### config.mk
export PLATFORM = sky130hd
export DESIGN_NAME = fqd_ctrl
export DESIGN_NICKNAME = d
export VERILOG_FILES = /design/src/design/fqd_pkg.sv /design/src/design/fqd_ctrl.sv
export SDC_FILE = /design/constraint.sdc
export NUM_CORES = 1
export LEC_CHECK = 0
export BUFFER_PORTS_ARGS = -buffer_cell sky130_fd_sc_hd__buf_2
export CAP_MARGIN = 20
export CORE_AREA = 2 2 39 41
export DETAILED_ROUTE_END_ITERATION = 8
export DIE_AREA = 0 0 41 43
export SYNTH_ARGS = -nofsm -noshare
export SYNTH_HDL_FRONTEND = slang
export SYNTH_SLANG_ARGS = --single-unit
### constraint.sdc
create_clock -name clk -period 1.7 [get_ports clk]
set_input_delay 0.085 -clock clk [delete_from_list [all_inputs] [get_ports clk]]
set_output_delay 0.085 -clock clk [all_outputs]
set_load 0.05 [all_outputs]
### src/design/fqd_pkg.sv
// Shared types, widths and codes for the queue delay tracker.
package fqd_pkg;

  localparam int TIME_W         = 48;
  localparam int CNT_W          = 32;
  localparam int SUM_W          = 64;
  localparam int OCC_W          = 7;
  localparam int CFG_IDX_W      = 2;
  localparam int CFG_DATA_W     = 48;
  localparam int RING_DEPTH_DEF = 64;

  typedef logic [TIME_W-1:0] time_t;
  typedef logic [CNT_W-1:0]  cnt_t;
  typedef logic [SUM_W-1:0]  sum_t;
  typedef logic [OCC_W-1:0]  occ_t;

  localparam occ_t LIMIT_RESET = occ_t'(64);

  typedef enum logic [CFG_IDX_W-1:0] {
    CFG_ACCESS_DELAY = 2'd0,
    CFG_SERVICE_TIME = 2'd1,
    CFG_PATH_DELAY   = 2'd2,
    CFG_QUEUE_LIMIT  = 2'd3
  } cfg_reg_t;

  typedef struct packed {
    time_t interarrival_gap;
  } in_item_t;

  typedef struct packed {
    logic  was_dropped;
    time_t queue_delay;
    time_t depart_time;
    occ_t  occupancy;
    occ_t  peak_occupancy;
    cnt_t  delivered_total;
    cnt_t  dropped_total;
    sum_t  queue_delay_total;
    sum_t  end_to_end_total;
  } out_item_t;

  // controller -> datapath
  typedef struct packed {
    logic take_in;   // add gap to generation clock
    logic calc_arr;  // form arrival time, read ring head
    logic pop;       // retire ring head
    logic serve;     // pick service start and waiting time
    logic drop;      // count a drop
    logic finish;    // departure, ring write, counters
    logic lat;       // end-to-end total
    logic load_out;  // fill output register
  } fqd_cmd_t;

  // datapath -> controller
  typedef struct packed {
    logic pop_ok;    // ring non-empty and head departed by arrival
    logic full;      // occupancy at limit
    logic out_free;  // output register can take a result
  } fqd_sts_t;

endpackage

### src/design/fqd_ctrl.sv
// Sequencer for one packet: arrival, purge loop, service, statistics, result.
module fqd_ctrl (
  input  logic             clk,
  input  logic             rst_n,
  input  logic             in_valid,
  output logic             in_ready,
  input  fqd_pkg::fqd_sts_t sts,
  output fqd_pkg::fqd_cmd_t cmd
);
  import fqd_pkg::*;

  typedef enum logic [2:0] {
    S_IDLE, S_ARR, S_POP, S_SVC, S_FIN, S_LAT, S_OUT
  } state_t;

  state_t state_r, state_nxt;
  logic   in_ready_r, in_ready_nxt;

  assign in_ready = in_ready_r;

  always_comb begin
    state_nxt    = state_r;
    in_ready_nxt = in_ready_r;
    cmd          = '0;
    unique case (state_r)
      S_IDLE: begin
        if (in_valid && in_ready_r) begin
          cmd.take_in  = 1'b1;
          in_ready_nxt = 1'b0;
          state_nxt    = S_ARR;
        end
      end
      S_ARR: begin
        cmd.calc_arr = 1'b1;
        state_nxt    = S_POP;
      end
      S_POP: begin
        if (sts.pop_ok) begin
          cmd.pop = 1'b1;
        end else begin
          state_nxt = S_SVC;
        end
      end
      S_SVC: begin
        if (sts.full) begin
          cmd.drop  = 1'b1;
          state_nxt = S_OUT;
        end else begin
          cmd.serve = 1'b1;
          state_nxt = S_FIN;
        end
      end
      S_FIN: begin
        cmd.finish = 1'b1;
        state_nxt  = S_LAT;
      end
      S_LAT: begin
        cmd.lat   = 1'b1;
        state_nxt = S_OUT;
      end
      S_OUT: begin
        if (sts.out_free) begin
          cmd.load_out = 1'b1;
          in_ready_nxt = 1'b1;
          state_nxt    = S_IDLE;
        end
      end
      default: state_nxt = S_IDLE;
    endcase
  end

  always_ff @(posedge clk) begin
    if (!rst_n) begin
      state_r    <= S_IDLE;
      in_ready_r <= 1'b1;
    end else begin
      state_r    <= state_nxt;
      in_ready_r <= in_ready_nxt;
    end
  end

endmodule

==> results.ini <==
[clock_network]
cts.sinks = 4
cts_made_buffers = 3
root_buffer = clkbuf_4
insertion_delay_ns = 0.23
cts.path.max_buffers = 2
clk_pin_slew_worst_paths_ns = 0.04
cts_hold_buf = 0
htree_levels = 1
cts_tree = built
cts_setup_buffers = 0
cts_resized = 0

[worst_setup_path]
crit_fanout = 8
end_kind = output port
start_kind = flop
critPathKind = flop to output port
r2r-start = state_r[1]
crit_start = state_r[2]
cp_data_arrival_time_ns = 1.46
worst_ep_required_time_ns = 1.62
rr_worst_depth = 3

[yosys]
synth_top_family_by_area = simple AND/OR/NAND/NOR gates
synth_fa_ha_area_share_pct = 0
yosysSeqAreaShare_pct = 26.2
yosys.area_share.simple_pct = 36.1
synth_xor_area_share_pct = 0
synthCells = 37
syn_area_sq_um = 305
ys_warn_count = 0
synth_edf_count = 0
ys_ff_latch = 4
synthArstFlopShare_pct = 0
synth_cell_types = 21
synth_compound_area_share_pct = 24.2
avgSynthCellArea_sq_um = 8.25
synth_ff_type = dfxtp_1
synthMuxAreaShare_pct = 0
synth_nets = 43

[run]
maxCapViolations = 0

[cells_and_area]
mostFrequentLayoutCells = buf_2 (14), nor2_1 (4), nand2_1 (4), dfxtp_1 (4)
drive_gt1_share_pct = 41.2
diodes = 0
layout_commonest_cell = buf_2
post-route-util_pct = 28.0
multi_input_area_sq_um = 184
fill_cells = 151
layout.nets = 59
regArea_sq_um = 80.1
area_growth_pct = 27.0

[timing]
maxSlewViolCount = 0
fin_skew_ns = 0.00137
tightestPinTransition_ns = 0.473
fin_crit_ns = 1.54
period_share_pct = 90.7
slew-limit-headroom_pct = 68.4
hold_viol = 0
report.final.setup_viol = 0
fmax_mhz = 648
rsz0062_at_grt = false

[routing]
vias = 309
antenna_left = 0
drt_iter0_drc = 5
wl_per_cell_um = 9.69
drc_errors = 0
via_per_inst = 4.61
drt_wl_total_um = 649
drt_first_pass_iters = 4

[global_routing]
grt_pass1_wl_um = 979
grt_overflow = 0
use_met1_pct = 10.3
grt_use_met2_pct = 10.6
antenna_found_initial = 0
grt_pass1_vias = 258
grt_use_total_pct = 8.23
grt_max_degree = 13
busiest_layer = met2
grtUsageMet3_pct = 3.66

[pwr]
ir_drop_mv = 0.488
p_total_mw = 0.562
power_leakage_nw = 0.183
power_per_cell_area_mw_per_mm2 = 1450

[floorplan]
dieArea_sq_mm = 0.00176
die_h_um = 43
start_util_pct = 22.1
core_area_sq_mm = 0.00138
boundaryPins = 15
die_w_um = 41
rows = 14

[outcome]
status = complete, no violations

[worst_hold_path]
hold_depth = 3
hp-class = input port to flop
hold_start = rst_n

[place]
portBuffers = 14
dp_hpwl_um = 514
gp_congestion = 0.741

report_power, final:
| group | internal, mW | switching [mW] |
|---|---|---|
| sequential | 0.117 | 0.0636 |
| clock | 0.0789 | 0.0376 |
| combinational | 0.0889 | 0.175 |
metrics by stage:
step	area [sq um]	worst slack (ns)	hold slack (ns)	instances	TNS (ns)
after floorplan	305	-0.124	0.223	37	-0.353
after global placement	365	0.410	0.364	64	0
after detailed placement	365	0.415	0.365	64	0
after CTS	388	0.162	0.119	67	0
after global routing	388	0.0699	0.129	67	0
final	388	0.158	0.124	67	0
layer usage:
layer	wire, um	up-vias
met1	283	139
met5	0	-
li1	-	158
met2	298	12
met4	0	0
met3	66	0
final timing paths:
check        slack, ns    endpoint
max reg2reg       0.53    in_ready
min reg2reg       0.56    in_ready
min               0.12  state_r[1]
max               0.16      cmd[0]
synth_stat cells (2+ instances only):
cell type / n / share of area, %
a21oi_1: 3 / 4.9
dfxtp_1: 4 / 26
nand2_1: 4 / 4.9
nor2_1: 4 / 4.9
a211o_1: 2 / 5.7
inv_1: 3 / 3.7
buf_6: 2 / 7.4
nor3b_1: 2 / 4.9
logic make-up after synthesis:
family | Yosys count
compound gates | 10
buf+inv | 6
flops | 4
simple gates | 17
sequential cells by signal, indices dropped and copies added, names as in the netlist:
register and count:
state_r 3, in_ready 1
critical path, stage by stage, from the launching register on:
cell	delay, ns
dfxtp_1	0.52
inv_1	0.17
nor3_2	0.24
buf_2	0.30
layout make-up:
cell class                      instances  area share (%)
Tap cell                               16            5.16
Multi-Input combinational cell         27            47.4
Sequential cell                         4            20.6
Timing Repair Buffer                   14            18.1
Inverter                                3            2.90
Clock buffer                            3            5.81
Power figures use the tool's default switching activity.
